==> src/sv/cdds_pkg.sv <==
// Package for the calendar date day stepper: widths, default date, item types,
// sequencer states and the constants of the divisibility-by-25 leap test.
// No dependencies; every other file of the block uses it by scoped names.
package cdds_pkg;

  localparam int YEAR_BITS  = 14;
  localparam int DELTA_BITS = 16;
  localparam int DAY_BITS   = 5;
  localparam int MONTH_BITS = 4;

  localparam logic [YEAR_BITS-1:0]  YEAR_TOP             = '1;
  localparam logic [YEAR_BITS-1:0]  YEAR_FIRST           = '0;
  localparam logic [YEAR_BITS-1:0]  DEFAULT_YEAR         = YEAR_BITS'(2023);
  localparam logic [YEAR_BITS-1:0]  MAX_SET_YEAR_RESET   = YEAR_BITS'(2029);
  localparam logic [DAY_BITS-1:0]   FIRST_DAY            = DAY_BITS'(1);
  localparam logic [DAY_BITS-1:0]   LAST_DAY_OF_DECEMBER = DAY_BITS'(31);
  localparam logic [MONTH_BITS-1:0] JANUARY              = MONTH_BITS'(1);
  localparam logic [MONTH_BITS-1:0] DECEMBER             = MONTH_BITS'(12);

  localparam logic CMD_SET   = 1'b0;
  localparam logic CMD_SHIFT = 1'b1;

  // Inverse of an odd number modulo 2^32 by Newton iteration; each pass
  // doubles the number of correct low bits, starting from three.
  function automatic logic [31:0] inv_odd(input logic [31:0] d);
    logic [31:0] x;
    x = d;
    for (int i = 0; i < 4; i++) begin
      x = x * (32'd2 - d * x);
    end
    return x;
  endfunction

  // A year is a multiple of 25 exactly when year * INV25 (modulo 2^YEAR_BITS)
  // does not exceed DIV25_LIMIT.
  localparam logic [YEAR_BITS-1:0] INV25       = YEAR_BITS'(inv_odd(32'd25));
  localparam logic [YEAR_BITS-1:0] DIV25_LIMIT = YEAR_BITS'((2**YEAR_BITS - 1) / 25);

  typedef struct packed {
    logic                         command;
    logic [DAY_BITS-1:0]          set_day;
    logic [MONTH_BITS-1:0]        set_month;
    logic [YEAR_BITS-1:0]         set_year;
    logic signed [DELTA_BITS-1:0] day_delta;
  } in_item_t;

  typedef struct packed {
    logic [DAY_BITS-1:0]   day;
    logic [MONTH_BITS-1:0] month;
    logic [YEAR_BITS-1:0]  year;
    logic                  leap_year;
    logic                  set_rejected;
    logic                  range_saturated;
  } out_item_t;

  typedef struct packed {
    logic [DAY_BITS-1:0]   day;
    logic [MONTH_BITS-1:0] month;
    logic [YEAR_BITS-1:0]  year;
  } date_t;

  typedef struct packed {
    date_t               next;
    logic                blocked;
    logic                leap;
    logic [DAY_BITS-1:0] mlen;
  } step_rsp_t;

  typedef enum logic [1:0] {
    ST_IDLE,
    ST_CHECK,
    ST_STEP,
    ST_FINISH
  } state_t;

endpackage

==> src/sv/cdds_step_unit.sv <==
// Shared day step unit: leap test, month length and the date one day on or back.
// Depends on cdds_pkg.
module cdds_step_unit (
  input  cdds_pkg::date_t     date,
  input  logic                back,
  output cdds_pkg::step_rsp_t rsp
);

  logic [cdds_pkg::YEAR_BITS-1:0]    prod;
  logic                              div25;
  logic                              leap;
  logic [cdds_pkg::MONTH_BITS-1:0]   prev_month;

  function automatic logic [cdds_pkg::DAY_BITS-1:0] month_len(
    input logic [cdds_pkg::MONTH_BITS-1:0] m,
    input logic                            lp
  );
    case (m)
      4'd4, 4'd6, 4'd9, 4'd11: month_len = 5'd30;
      4'd2:                    month_len = lp ? 5'd29 : 5'd28;
      default:                 month_len = 5'd31;
    endcase
  endfunction

  // Only the low YEAR_BITS of the product matter for the divisibility test.
  assign prod  = date.year * cdds_pkg::INV25;
  assign div25 = (prod <= cdds_pkg::DIV25_LIMIT);
  // Multiple of 4 but not of 100, or multiple of 400 (16 and 25).
  assign leap  = ((date.year[1:0] == 2'b00) && !div25) ||
                 ((date.year[3:0] == 4'b0000) && div25);
  assign prev_month = date.month - cdds_pkg::MONTH_BITS'(1);

  always_comb begin
    rsp.leap    = leap;
    rsp.mlen    = month_len(date.month, leap);
    rsp.blocked = 1'b0;
    rsp.next    = date;
    if (!back) begin
      if (date.day < rsp.mlen) begin
        rsp.next.day = date.day + cdds_pkg::DAY_BITS'(1);
      end else if (date.month < cdds_pkg::DECEMBER) begin
        rsp.next.day   = cdds_pkg::FIRST_DAY;
        rsp.next.month = date.month + cdds_pkg::MONTH_BITS'(1);
      end else if (date.year == cdds_pkg::YEAR_TOP) begin
        rsp.blocked = 1'b1;
      end else begin
        rsp.next.day   = cdds_pkg::FIRST_DAY;
        rsp.next.month = cdds_pkg::JANUARY;
        rsp.next.year  = date.year + cdds_pkg::YEAR_BITS'(1);
      end
    end else begin
      if (date.day > cdds_pkg::FIRST_DAY) begin
        rsp.next.day = date.day - cdds_pkg::DAY_BITS'(1);
      end else if (date.month > cdds_pkg::JANUARY) begin
        rsp.next.month = prev_month;
        rsp.next.day   = month_len(prev_month, leap);
      end else if (date.year == cdds_pkg::YEAR_FIRST) begin
        rsp.blocked = 1'b1;
      end else begin
        rsp.next.day   = cdds_pkg::LAST_DAY_OF_DECEMBER;
        rsp.next.month = cdds_pkg::DECEMBER;
        rsp.next.year  = date.year - cdds_pkg::YEAR_BITS'(1);
      end
    end
  end

endmodule

==> src/sv/cdds_ctrl.sv <==
// Sequencer of the date stepper: date and countdown registers, set check,
// one day step per cycle through the shared unit, and the result register.
// Depends on cdds_pkg; drives cdds_step_unit from the top level.
module cdds_ctrl (
  input  logic                             clk,
  input  logic                             rst,
  input  logic                             in_valid,
  output logic                             in_stall,
  input  cdds_pkg::in_item_t               in_data,
  output logic                             out_valid,
  input  logic                             out_stall,
  output cdds_pkg::out_item_t              out_data,
  input  logic [cdds_pkg::YEAR_BITS-1:0]   max_set_year,
  output cdds_pkg::date_t                  unit_date,
  output logic                             unit_back,
  input  cdds_pkg::step_rsp_t              unit_rsp
);

  cdds_pkg::state_t                  state, state_next;
  cdds_pkg::date_t                   cur, cur_next;
  cdds_pkg::date_t                   set_date, set_date_next;
  logic [cdds_pkg::DELTA_BITS-1:0]   days_left, days_left_next;
  logic                              back, back_next;
  logic                              rejected, rejected_next;
  logic                              saturated, saturated_next;
  logic                              out_valid_next;
  cdds_pkg::out_item_t               out_data_next;
  logic [cdds_pkg::DELTA_BITS-1:0]   delta_raw;
  logic [cdds_pkg::DELTA_BITS-1:0]   delta_mag;
  logic                              set_ok;

  assign in_stall  = (state != cdds_pkg::ST_IDLE);
  assign unit_date = (state == cdds_pkg::ST_CHECK) ? set_date : cur;
  assign unit_back = back;

  assign delta_raw = in_data.day_delta;
  assign delta_mag = delta_raw[cdds_pkg::DELTA_BITS-1] ?
                     (~delta_raw + cdds_pkg::DELTA_BITS'(1)) : delta_raw;

  assign set_ok = (set_date.month >= cdds_pkg::JANUARY) &&
                  (set_date.month <= cdds_pkg::DECEMBER) &&
                  (set_date.year != cdds_pkg::YEAR_FIRST) &&
                  (set_date.year <= max_set_year) &&
                  (set_date.day >= cdds_pkg::FIRST_DAY) &&
                  (set_date.day <= unit_rsp.mlen);

  always_comb begin
    state_next     = state;
    cur_next       = cur;
    set_date_next  = set_date;
    days_left_next = days_left;
    back_next      = back;
    rejected_next  = rejected;
    saturated_next = saturated;
    out_valid_next = out_valid && out_stall;
    out_data_next  = out_data;
    case (state)
      cdds_pkg::ST_IDLE: begin
        if (in_valid) begin
          set_date_next.day   = in_data.set_day;
          set_date_next.month = in_data.set_month;
          set_date_next.year  = in_data.set_year;
          back_next           = delta_raw[cdds_pkg::DELTA_BITS-1];
          rejected_next       = 1'b0;
          saturated_next      = 1'b0;
          if (in_data.command == cdds_pkg::CMD_SHIFT) begin
            days_left_next = delta_mag;
            state_next     = cdds_pkg::ST_STEP;
          end else begin
            days_left_next = '0;
            state_next     = cdds_pkg::ST_CHECK;
          end
        end
      end
      cdds_pkg::ST_CHECK: begin
        if (set_ok) begin
          cur_next = set_date;
        end else begin
          cur_next.day   = cdds_pkg::FIRST_DAY;
          cur_next.month = cdds_pkg::JANUARY;
          cur_next.year  = cdds_pkg::DEFAULT_YEAR;
          rejected_next  = 1'b1;
        end
        state_next = cdds_pkg::ST_FINISH;
      end
      cdds_pkg::ST_STEP: begin
        if (days_left == '0) begin
          state_next = cdds_pkg::ST_FINISH;
        end else if (unit_rsp.blocked) begin
          saturated_next = 1'b1;
          days_left_next = '0;
          state_next     = cdds_pkg::ST_FINISH;
        end else begin
          cur_next       = unit_rsp.next;
          days_left_next = days_left - cdds_pkg::DELTA_BITS'(1);
        end
      end
      cdds_pkg::ST_FINISH: begin
        if (!out_valid || !out_stall) begin
          out_data_next.day             = cur.day;
          out_data_next.month           = cur.month;
          out_data_next.year            = cur.year;
          out_data_next.leap_year       = unit_rsp.leap;
          out_data_next.set_rejected    = rejected;
          out_data_next.range_saturated = saturated;
          out_valid_next                = 1'b1;
          state_next                    = cdds_pkg::ST_IDLE;
        end
      end
      default: begin
        state_next = cdds_pkg::ST_IDLE;
      end
    endcase
  end

  always_ff @(posedge clk) begin
    if (rst) begin
      state     <= cdds_pkg::ST_IDLE;
      cur.day   <= cdds_pkg::FIRST_DAY;
      cur.month <= cdds_pkg::JANUARY;
      cur.year  <= cdds_pkg::DEFAULT_YEAR;
      days_left <= '0;
      out_valid <= 1'b0;
    end else begin
      state     <= state_next;
      cur       <= cur_next;
      days_left <= days_left_next;
      out_valid <= out_valid_next;
    end
  end

  always_ff @(posedge clk) begin
    set_date  <= set_date_next;
    back      <= back_next;
    rejected  <= rejected_next;
    saturated <= saturated_next;
    out_data  <= out_data_next;
  end

endmodule

==> src/sv/calendar_date_day_stepper_top.sv <==
// Top level of the Gregorian calendar date day stepper.
// Depends on cdds_pkg, cdds_step_unit and cdds_ctrl.

// The block holds one date and answers every command transfer with exactly
// one result transfer. A set command goes through a check state, which checks
// the date against the month length, the month range and the configured
// largest year and rejects year 0, then a finish state that builds the result.
// In a shift command the single shared day step unit moves the date by one
// day per cycle under the sequencer, then the step state sees the count run
// out and the finish state builds the result; a shift that runs into
// 01/01/0000 or 31/12/16383 stops there early with range_saturated set.
// While a command is being worked on, in_stall is high.
// The result register holds a finished result until it is taken, and the next
// command may be transferred meanwhile; its result waits for the register.
module calendar_date_day_stepper_top (
  input  logic                           clk,
  input  logic                           rst,
  input  logic                           in_valid,
  output logic                           in_stall,
  input  cdds_pkg::in_item_t             in_data,
  output logic                           out_valid,
  input  logic                           out_stall,
  output cdds_pkg::out_item_t            out_data,
  input  logic                           cfg_we,
  input  logic [cdds_pkg::YEAR_BITS-1:0] cfg_wdata
);

  // Largest set year; the user must write it only while idle (not enforced).
  logic [cdds_pkg::YEAR_BITS-1:0] max_set_year;

  // The step unit sees the candidate date during the set check and the
  // current date otherwise, so one leap test serves every purpose.
  cdds_pkg::date_t     unit_date;
  logic                unit_back;
  cdds_pkg::step_rsp_t unit_rsp;

  always_ff @(posedge clk) begin
    if (rst) begin
      max_set_year <= cdds_pkg::MAX_SET_YEAR_RESET;
    end else if (cfg_we) begin
      max_set_year <= cfg_wdata;
    end
  end

  cdds_step_unit u_step (
    .date (unit_date),
    .back (unit_back),
    .rsp  (unit_rsp)
  );

  cdds_ctrl u_ctrl (
    .clk          (clk),
    .rst          (rst),
    .in_valid     (in_valid),
    .in_stall     (in_stall),
    .in_data      (in_data),
    .out_valid    (out_valid),
    .out_stall    (out_stall),
    .out_data     (out_data),
    .max_set_year (max_set_year),
    .unit_date    (unit_date),
    .unit_back    (unit_back),
    .unit_rsp     (unit_rsp)
  );

endmodule

==> config.mk <==
export PLATFORM = sky130hd
export DESIGN_NAME = calendar_date_day_stepper_top
export DESIGN_NICKNAME = d
export VERILOG_FILES = /design/src/sv/cdds_pkg.sv /design/src/sv/cdds_step_unit.sv /design/src/sv/cdds_ctrl.sv /design/src/sv/calendar_date_day_stepper_top.sv
export SDC_FILE = /design/constraint.sdc
export NUM_CORES = 1
export LEC_CHECK = 0
export ABC_AREA = 1
export BUFFER_PORTS_ARGS = -buffer_cell sky130_fd_sc_hd__buf_4
export CORE_MARGIN = 2
export CORE_UTILIZATION = 50
export DETAILED_ROUTE_END_ITERATION = 7
export PLACE_DENSITY = 0.75
export SYNTH_ARGS = -nofsm -noshare
export SYNTH_HDL_FRONTEND = slang
export SYNTH_SLANG_ARGS = --single-unit
==> constraint.sdc <==
create_clock -name clk -period 17.82 [get_ports clk]
set_input_delay 3.564 -clock clk [delete_from_list [all_inputs] [get_ports clk]]
set_output_delay 3.564 -clock clk [all_outputs]
set_load 0.005 [all_outputs]
---- Word level (Yosys, flattened, before mapping) ----
Index checks and enable logic that the tools add are counted.
W data, S select, Z words.
cells by class
  reduce and logical (&&, ||, !) cells .... 32
  add/subtract/negate cells ............... 8
  eq/ne operators ......................... 21
  bitwise operators ....................... 1
  magnitude comparators ................... 10
  $mul .................................... 1
  muxes and demuxes ....................... 41
operators by type and width
  kind                      count
  $mux W23                  6
  $mux W16                  5
  $pmux W23 S2              1
  $mux W19                  2
  $pmux W16 S2              1
  $mux W15                  2
  $mux W24                  1
  $pmux W5 S2               2
  $mux W9                   2
  $add A16 B1 Y16 const B   1
  $eq A4 B3 Y1 const B      4
  $eq A4 B4 Y1 const B      4
  $logic_not A16 Y1         1
  $not A16 Y16              1
  $sub A16 B1 Y16 const B   1
  $add A14 B1 Y14 const B   1
  $eq A14 B14 Y1 const B    1
  $le A14 B10 Y1 const B    1
  $le A14 B14 Y1            1
  $logic_not A14 Y1         1
  $mul A14 B13 Y14 const B  1
  $reduce_bool A14 Y1       1
  $sub A14 B1 Y14 const B   1
  $reduce_and A3 Y1         4
  other kinds (32)          68
word-level totals
  output and inout bits ................... 28
  register bits ........................... 108
  word-level logic and storage cells ...... 133

---- Depth between registers and ports, before layout ----
Gate-level depths: netlist of the first run.
  depth in word-level cells ............... 15
  gate-level depth with buffers ........... 42
  depth with buffers taken out ............ 38

---- Cells and area by module ----
A second synthesis of the first run with hierarchy kept.
second synthesis, totals
  cell total of the unflattened synthesis .. 1440
  area total of the unflattened synthesis .. 9587.9 sq um
modules (own cells, without submodules)
  module                         instances  cells an instance  area an instance (sq um)
  cdds_ctrl                      1          743                5482.8
  cdds_step_unit                 1          626                3575.9
  calendar_date_day_stepper_top  1          71                 529.3

---- Worst setup path after synthesis of the first run ----
Ideal clock, no wire load.
  kind .................................... register to register
  start ................................... register u_ctrl.state[1]
  end ..................................... register u_ctrl.cur[14] (netlist bit)
  required time ........................... 17.687 ns
  period minus slack after synthesis ...... 6.077 ns
  buffers on the path ..................... 4
  path slack .............................. 11.743 ns
  arrival time ............................ 5.943 ns
  cell stages (with the launch flop) ...... 35
  setup time .............................. 0.133 ns
  cells stage by stage .................... dfxtp_1 -> inv_1 -> ha_1 -> buf_6 -> buf_6 -> buf_6 -> o21ai_2 -> inv_1 -> fa_1 -> inv_1 -> ha_1 -> ha_1 -> inv_1 -> fa_1 -> fa_1 -> inv_1 -> ha_1 -> a21oi_1 -> o21ai_0 -> a21o_1 -> nand3_1 -> nand3_1 -> nand2_1 -> a21oi_1 -> ha_1 -> a21oi_1 -> o21ai_0 -> nand3_1 -> a41oi_1 -> nand2_1 -> nor2_1 -> clkbuf_1 -> nand2_1 -> nand3_1 -> nand3_1
on the way
  longest elaborated chain between the ends .. 15
  elaborated cells between the ends (all ways) .. 48
  those cells by class .................... add/sub: 2; mul: 1; order compare: 6; eq/ne: 10; mux: 18; reduce/logical: 11
RTL lines
  what                    RTL line                          source
  from (decl)             cdds_ctrl.sv:19                   cdds_pkg::state_t state, state_next;
  from (signal assigned)  cdds_ctrl.sv:118                  state <= cdds_pkg::ST_IDLE;
  from (signal assigned)  cdds_ctrl.sv:125                  state <= state_next;
  $eq A2 B1 Y1            cdds_ctrl.sv:33, cdds_ctrl.sv:57
  $mux W23                cdds_ctrl.sv:33                   assign unit_date = (state == cdds_pkg::ST_CHECK) ? set_date : cur;
  $mul A14 B13 Y14        cdds_step_unit.sv:26              assign prod = date.year * cdds_pkg::INV25;
  $le A14 B10 Y1          cdds_step_unit.sv:27              assign div25 = (prod <= cdds_pkg::DIV25_LIMIT);
  $logic_not A1 Y1        cdds_step_unit.sv:29              assign leap = ((date.year[1:0] == 2'b00) && !div25) ||
  $logic_and A1 B1 Y1     cdds_step_unit.sv:29
  $logic_or A1 B1 Y1      cdds_step_unit.sv:29
  $mux W1                 cdds_step_unit.sv:20              4'd2: month_len = lp ? 5'd29 : 5'd28;
  $pmux W5 S2             cdds_step_unit.sv:18              case (m)
  $lt A5 B5 Y1            cdds_step_unit.sv:39              if (date.day < rsp.mlen) begin
  $mux W19                cdds_step_unit.sv:39
  $mux W24                cdds_step_unit.sv:38              if (!back) begin
  $mux W23                cdds_ctrl.sv:89                   end else if (unit_rsp.blocked) begin
  $mux W23                cdds_ctrl.sv:87                   if (days_left == '0) begin
  $pmux W23 S2            cdds_ctrl.sv:57                   case (state)
  to (signal assigned)    cdds_ctrl.sv:126                  cur <= cur_next;
  to (decl)               cdds_ctrl.sv:20                   cdds_pkg::date_t cur, cur_next;
Parallel ways exist; a longest one is shown, timed or not. The select of a mux whose other input is x is not followed.
A chain may end at the register's enable or synchronous reset.

---- Final worst setup path of the first run ----
  start ................................... register u_ctrl.state[1]
  end ..................................... register u_ctrl.cur[13] (netlist bit)
The elaborated chain is that of the path after synthesis.

==> qor.csv, run 1 <==
metric,value,unit
outcome,finished clean,
start_kind,register,
grt_usage,24.9,%
regArea,0.00268,mm²
ys_seq_area_share,29.2,%
max_slew_margin,29.1,%
gp_congestion,0.963,
worstHoldPathType,reg2reg,
grt_pass1_wl,40100,µm
avgSynthCellArea,7.06,µm²
dp_hpwl,18300,µm
yosysTopAreaCell,edfxtp_1,
via_per_inst,5.53,
clock.fmax,135,MHz
netlist_area,0.00918,mm²
die_w,139,µm
place_ws,10.49,ns
finalClockSkew,0.0128,ns
cts-root-buf,clkbuf_16,
cts_hold_buf,0,
async_flop_share,0,%
synth_seq_cells,108,
netlist_instances,1300,
synth-edff-count,52,
die_h,139,µm
final-setup-viol-count,0,
cts.clk_slew.worst_paths,0.08,ns
yosys_warnings,0,
die-area,0.0195,mm²
synth_top_cell_area_share,17.0,%
cts_htree_levels,3,
ant_nets,0,
post_dp_cell_area,0.00989,mm²
detail_route.wl_per_cell,15.3,µm
drtIter0Drc,631,
cts_buffers,9,
synth.area.top_cells,"edfxtp_1 (17%), nand2_1 (12%), dfxtp_1 (12%), ha_1 (10%), inv_1 (7.1%)",
layout_setup_ws,10.42,ns
min_period,7.40,ns
cts_sinks,108,
grt_max_degree,49,
routed_wl,24300,µm
drc_errors,0,
maxCapViolCount,0,
dr.pass1.iters,5,
setup_tns,0,ns
clock_latency,0.36,ns
ctsLongestPathBuffers,2,
slowest_stage,o21ai_1,
cp_slowest_stage_delay,0.84,ns
slew_violations,0,
vias,8755,
synth_cell_types,52,
grt_overflow,0,
rsz0062_at_grt,no,
start_util,51.1,%
fill_cells,1741,
cp.required,18.12,ns
arrival,7.70,ns
antenna_found_initial,0,
end_kind,register,
row_count,49,
cts_tree,built,
nNetsFinal,1494,
worst_pin_slew,1.06,ns
crit_fanout,48,
crit_type,reg2reg,
synth_nets,1444,
core_area,0.0180,mm²
min_period_over_period,41.5,%
synthFlopType,dfxtp_1,
diodes,0,
hold_viol_final,0,
post_cts_buffers,0,
drive_gt1_share,12.3,%
fin_area,0.0102,mm²
cts_resized,0,
io_pins,87,
portBuffers,86,
multiInputGateArea,0.00553,mm²
holdWs,0.428,ns
grt_pass1_vias,8275,
area_growth,10.9,%
==> routing by layer <==
metal / GRT usage (%) / vias up / routed length, µm
met5: 0 / - / 0
met1: 33.2 / 4003 / 10600
li1: - / 4376 / -
met2: 42.3 / 326 / 11600
met3: 3.03 / 50 / 1460
met4: 7.76 / 0 / 563
==> cell families after synthesis <==
| family | Yosys count | share of synthesized area, % |
|---|---|---|
| AND/OR/NAND/NOR | 572 | 27.7 |
| buffers and inverters | 241 | 10.8 |
| XOR/XNOR | 49 | 4.68 |
| adder cells (fa/ha/maj) | 85 | 12.5 |
| multiplexers | 1 | 0.150 |
| AO/OA/AOI/OAI | 244 | 15.0 |
| flip-flops | 108 | 29.2 |
==> state kept, by name, summed over array words and instances, names as in the netlist <==
name / flops
u_ctrl.days_left: 16
u_ctrl.cur: 23
u_ctrl.out_valid: 1
u_ctrl.state: 2
u_ctrl.set_date: 23
u_ctrl.out_data: 26
max_set_year: 14
u_ctrl.unit_back: 1
u_ctrl.saturated: 1
u_ctrl.rejected: 1
==> cell type report <==
cell class	instances	share of cell area, %
Multi-Input combinational cell	951	54.3
Sequential cell	108	26.4
Inverter	188	6.93
Timing Repair Buffer	92	6.79
Tap cell	229	2.82
Clock buffer	9	2.21
Clock inverter	7	0.578
==> cells in the final DEF (no fill, tap or decap), drive strengths merged <==
cell type,n
o31ai,2
clkbuf,9
o22ai,2
a31oi,10
nand2,312
inv,188
or3,1
a22oi,1
fa,11
nand3,109
buf,92
ha,74
o21a,5
clkinvlp,2
o21bai,1
dfxtp,56
clkinv,5
nand4,13
a41oi,3
or2,5
o21ai,140
nand3b,7
nor2,86
and3,2
a21oi,72
nor4,9
nor3,26
o211ai,2
nor3b,2
mux2i,1
o2111ai,2
xnor2,13
a21boi,1
xor2,36
o311ai,1
a21o,2
edfxtp,52
==> per-stage QoR <==
step	util (%)	std cells
2_1_floorplan	-	1300
3_3_place_gp	55.1	1568
3_5_place_dp	55.1	1568
4_1_cts	56.7	1584
5_1_grt	56.7	1584
6_report	56.7	1584
==> final timing paths <==
path | cells after the start | from | to | slack (ns)
setup / recovery | 33 | u_ctrl.state[1]$_SDFFE_PP0P_ | u_ctrl.cur[13]$_SDFFE_PP0P_ | 10.42
hold / removal | 0 | u_ctrl.cur[13]$_SDFFE_PP0P_ | u_ctrl.out_data[16]$_DFFE_PP_ | 0.43
setup reg to reg | 33 | u_ctrl.state[1]$_SDFFE_PP0P_ | u_ctrl.cur[13]$_SDFFE_PP0P_ | 10.42
hold reg to reg | 0 | u_ctrl.cur[13]$_SDFFE_PP0P_ | u_ctrl.out_data[16]$_DFFE_PP_ | 0.43
==> worst max-delay path, delay by kind of cell, from the launching register on <==
family | cells | cell delay (ns)
flops | 1 | 0.38
compound gates | 7 | 1.83
simple gates | 11 | 1.35
buf+inv | 7 | 0.93
fa+ha+maj | 8 | 2.82
==> synth_stat cells, drive strengths merged (11+ instances only) <==
cell and count:
nand2 312, buf 24, xor2 36, a21oi 72, nor3 26, nand4 13
nor2 86, dfxtp 56, clkbuf 29, fa 11, inv 185, o21ai 140
nand3 109, ha 74, xnor2 13, edfxtp 52
Power of run 1 is not shown: default switching activity piles up to over one toggle a cycle in this logic, so the estimate is an artifact.
==> inputs of run 2 (changes only) <==
--- a/config.mk
+++ b/config.mk
@@ -10,7 +10,7 @@
 export CORE_MARGIN = 2
 export CORE_UTILIZATION = 50
 export DETAILED_ROUTE_END_ITERATION = 7
-export PLACE_DENSITY = 0.75
+export PLACE_DENSITY = 0.78
 export SYNTH_ARGS = -nofsm -noshare
 export SYNTH_HDL_FRONTEND = slang
 export SYNTH_SLANG_ARGS = --single-unit
==> constraint.sdc (replaced) <==
create_clock -name clk -period 6.3 [get_ports clk]
set_input_delay 1.26 -clock clk [delete_from_list [all_inputs] [get_ports clk]]
set_output_delay 1.26 -clock clk [all_outputs]
set_load 0.005 [all_outputs]
==> run 2 against run 1 <==
  * First-iteration DRC count is 14% higher
  * Non-clock buffer count increased by 22
  * Wire length is 2.8% higher
  * Core utilization rose by 1.3 points
  * Critical path type unchanged
  * Critical endpoint is now u_ctrl.cur[18]$_SDFFE_PP1P_
  * Largest cell class unchanged
  * Highest routed layer unchanged
==> qor.csv, run 2 (synthesis gave the netlist of run 1 again) <==
metric,value,unit,change
outcome,finished clean,,unchanged
worst_pin_slew,1.05,ns,was 1.06 ns
cts_buffers,9,,unchanged
row_count,49,,unchanged
antenna_found_initial,0,,unchanged
cts.clk_slew.worst_paths,0.08,ns,about the same
fill_cells,1631,,was 1741
clock_latency,0.35,ns,was 0.36 ns
rsz0062_at_grt,no,,unchanged
final-setup-viol-count,0,,unchanged
grt_pass1_wl,39900,µm,was 40100 µm
slew_violations,0,,unchanged
min_period_over_period,94.8,%,was 41.5%
grt_overflow,0,,unchanged
cts_hold_buf,0,,unchanged
routed_wl,24900,µm,was 24300 µm
crit_fanout,6,,was 48
ant_nets,0,,unchanged
io_pins,87,,unchanged
drc_errors,0,,unchanged
via_per_inst,5.53,,about the same
grt_pass1_vias,8178,,was 8275
final_cells,1606,,was 1584
reg_top3,"u_ctrl.out_data x26, u_ctrl.cur x23, u_ctrl.set_date x23",,unchanged
nNetsFinal,1516,,was 1494
dp.cells,1584,,was 1568
cts-root-buf,clkbuf_16,,unchanged
top_register,u_ctrl.out_data,,unchanged
start_kind,register,,unchanged
largest_reg_flops,26,,unchanged
maxCapViolCount,0,,unchanged
finalClockSkew,0.0124,ns,was 0.0128 ns
grt_max_degree,32,,was 49
grt_usage,24.9,%,about the same
crit_type,reg2reg,,unchanged
cp.required,6.52,ns,was 18.12 ns
die_h,139,µm,unchanged
diodes,0,,unchanged
hold_viol_final,0,,unchanged
setup_tns,0,ns,unchanged
portBuffers,86,,unchanged
core_area,0.0180,mm²,unchanged
dp_hpwl,18300,µm,about the same
dr.pass1.iters,5,,unchanged
ctsLongestPathBuffers,2,,unchanged
cts_tree,built,,unchanged
arrival,6.18,ns,was 7.70 ns
start_util,51.1,%,unchanged
end_kind,register,,unchanged
cts_htree_levels,3,,unchanged
vias,8887,,was 8755
drive_gt1_share,14.3,%,was 12.3%
slowest_stage,fa_1,,was o21ai_1
die-area,0.0195,mm²,unchanged
drtIter0Drc,719,,was 631
cp_slowest_stage_delay,0.52,ns,was 0.84 ns
clock.fmax,168,MHz,was 135 MHz
max_slew_margin,30.0,%,was 29.1%
gp_congestion,0.979,,was 0.963
cts_sinks,108,,unchanged
min_period,5.97,ns,was 7.40 ns
worstHoldPathType,reg2reg,,unchanged
detail_route.wl_per_cell,15.5,µm,was 15.3 µm
layout_commonest_cell,nand2_1,,unchanged
layout_common_cells,"nand2_1 (300), inv_1 (174), o21ai_0 (111)",,"was nand2_1 (302), inv_1 (174), o21ai_0 (111)"
area_growth,13.5,%,was 10.9%
die_w,139,µm,unchanged
## run 2: changes by cell type in the layout (fill, tap and decap cells not counted), sizes merged
| cell | before | now |
|---|---|---|
| buf | 92 | 114 |
| bufinv | 0 | 1 |
| clkinvlp | 2 | 1 |
## run 2: final cells by class
class                   count  area [µm²]  share of cell area, %
multi-input cells         951        5580                   53.6
flip-flops and latches    108        2680                   25.8
repair buffers            114         862                   8.28
inverters                 188         706                   6.78
well taps                 229         287                   2.75
clock buffers               9         225                   2.16
clock inverters             7        72.6                  0.697
## run 2: path summary, 6_finish.rpt
| kind | startpoint | end | slack, ns | cells past startpoint |
|---|---|---|---|---|
| worst min-delay path | u_ctrl.cur[16]$_SDFFE_PP0P_ | u_ctrl.out_data[19]$_DFFE_PP_ | 0.44 | 0 |
| worst min register to register | u_ctrl.cur[16]$_SDFFE_PP0P_ | u_ctrl.out_data[19]$_DFFE_PP_ | 0.44 | 0 |
| worst max-delay path | u_ctrl.state[1]$_SDFFE_PP0P_ | u_ctrl.cur[18]$_SDFFE_PP1P_ | 0.33 | 35 |
| worst max register to register | u_ctrl.state[1]$_SDFFE_PP0P_ | u_ctrl.cur[18]$_SDFFE_PP1P_ | 0.33 | 35 |
## run 2: stage by stage
stage	cell area [µm²]	worst slack, ns	hold WS (ns)	utilization (%)
2_1_floorplan	9180	0.223	0.400	-
3_3_place_gp	10000	0.371	0.407	55.7
3_5_place_dp	10000	0.208	0.412	55.7
4_1_cts	10300	0.183	0.443	57.4
5_1_grt	10400	0.00684	0.445	58.0
6_report	10400	0.330	0.443	58.0
## run 2: critical path, delay by kind of cell (launching register included)
family,cells,cell delay [ns]
buf+inv,7,0.85
fa+ha+maj,8,2.53
simple gates,15,1.47
flops,1,0.35
compound gates,5,0.63
## run 2: layer usage
metal / vias to the layer above / routed length (µm) / track usage, %
met1: 4028 / 10600 / 32.7
li1: 4425 / - / -
met4: 0 / 656 / 9.62
met2: 374 / 12000 / 41.4
met5: - / 0 / 0
met3: 60 / 1730 / 3.85
## run 2: timing repair
item / in CTS / in global routing
resized for setup: 0 / 14
setup endpoints to repair: 0 / 23
buffers inserted: 0 / 4
Power of run 2 is left out for the same reason.
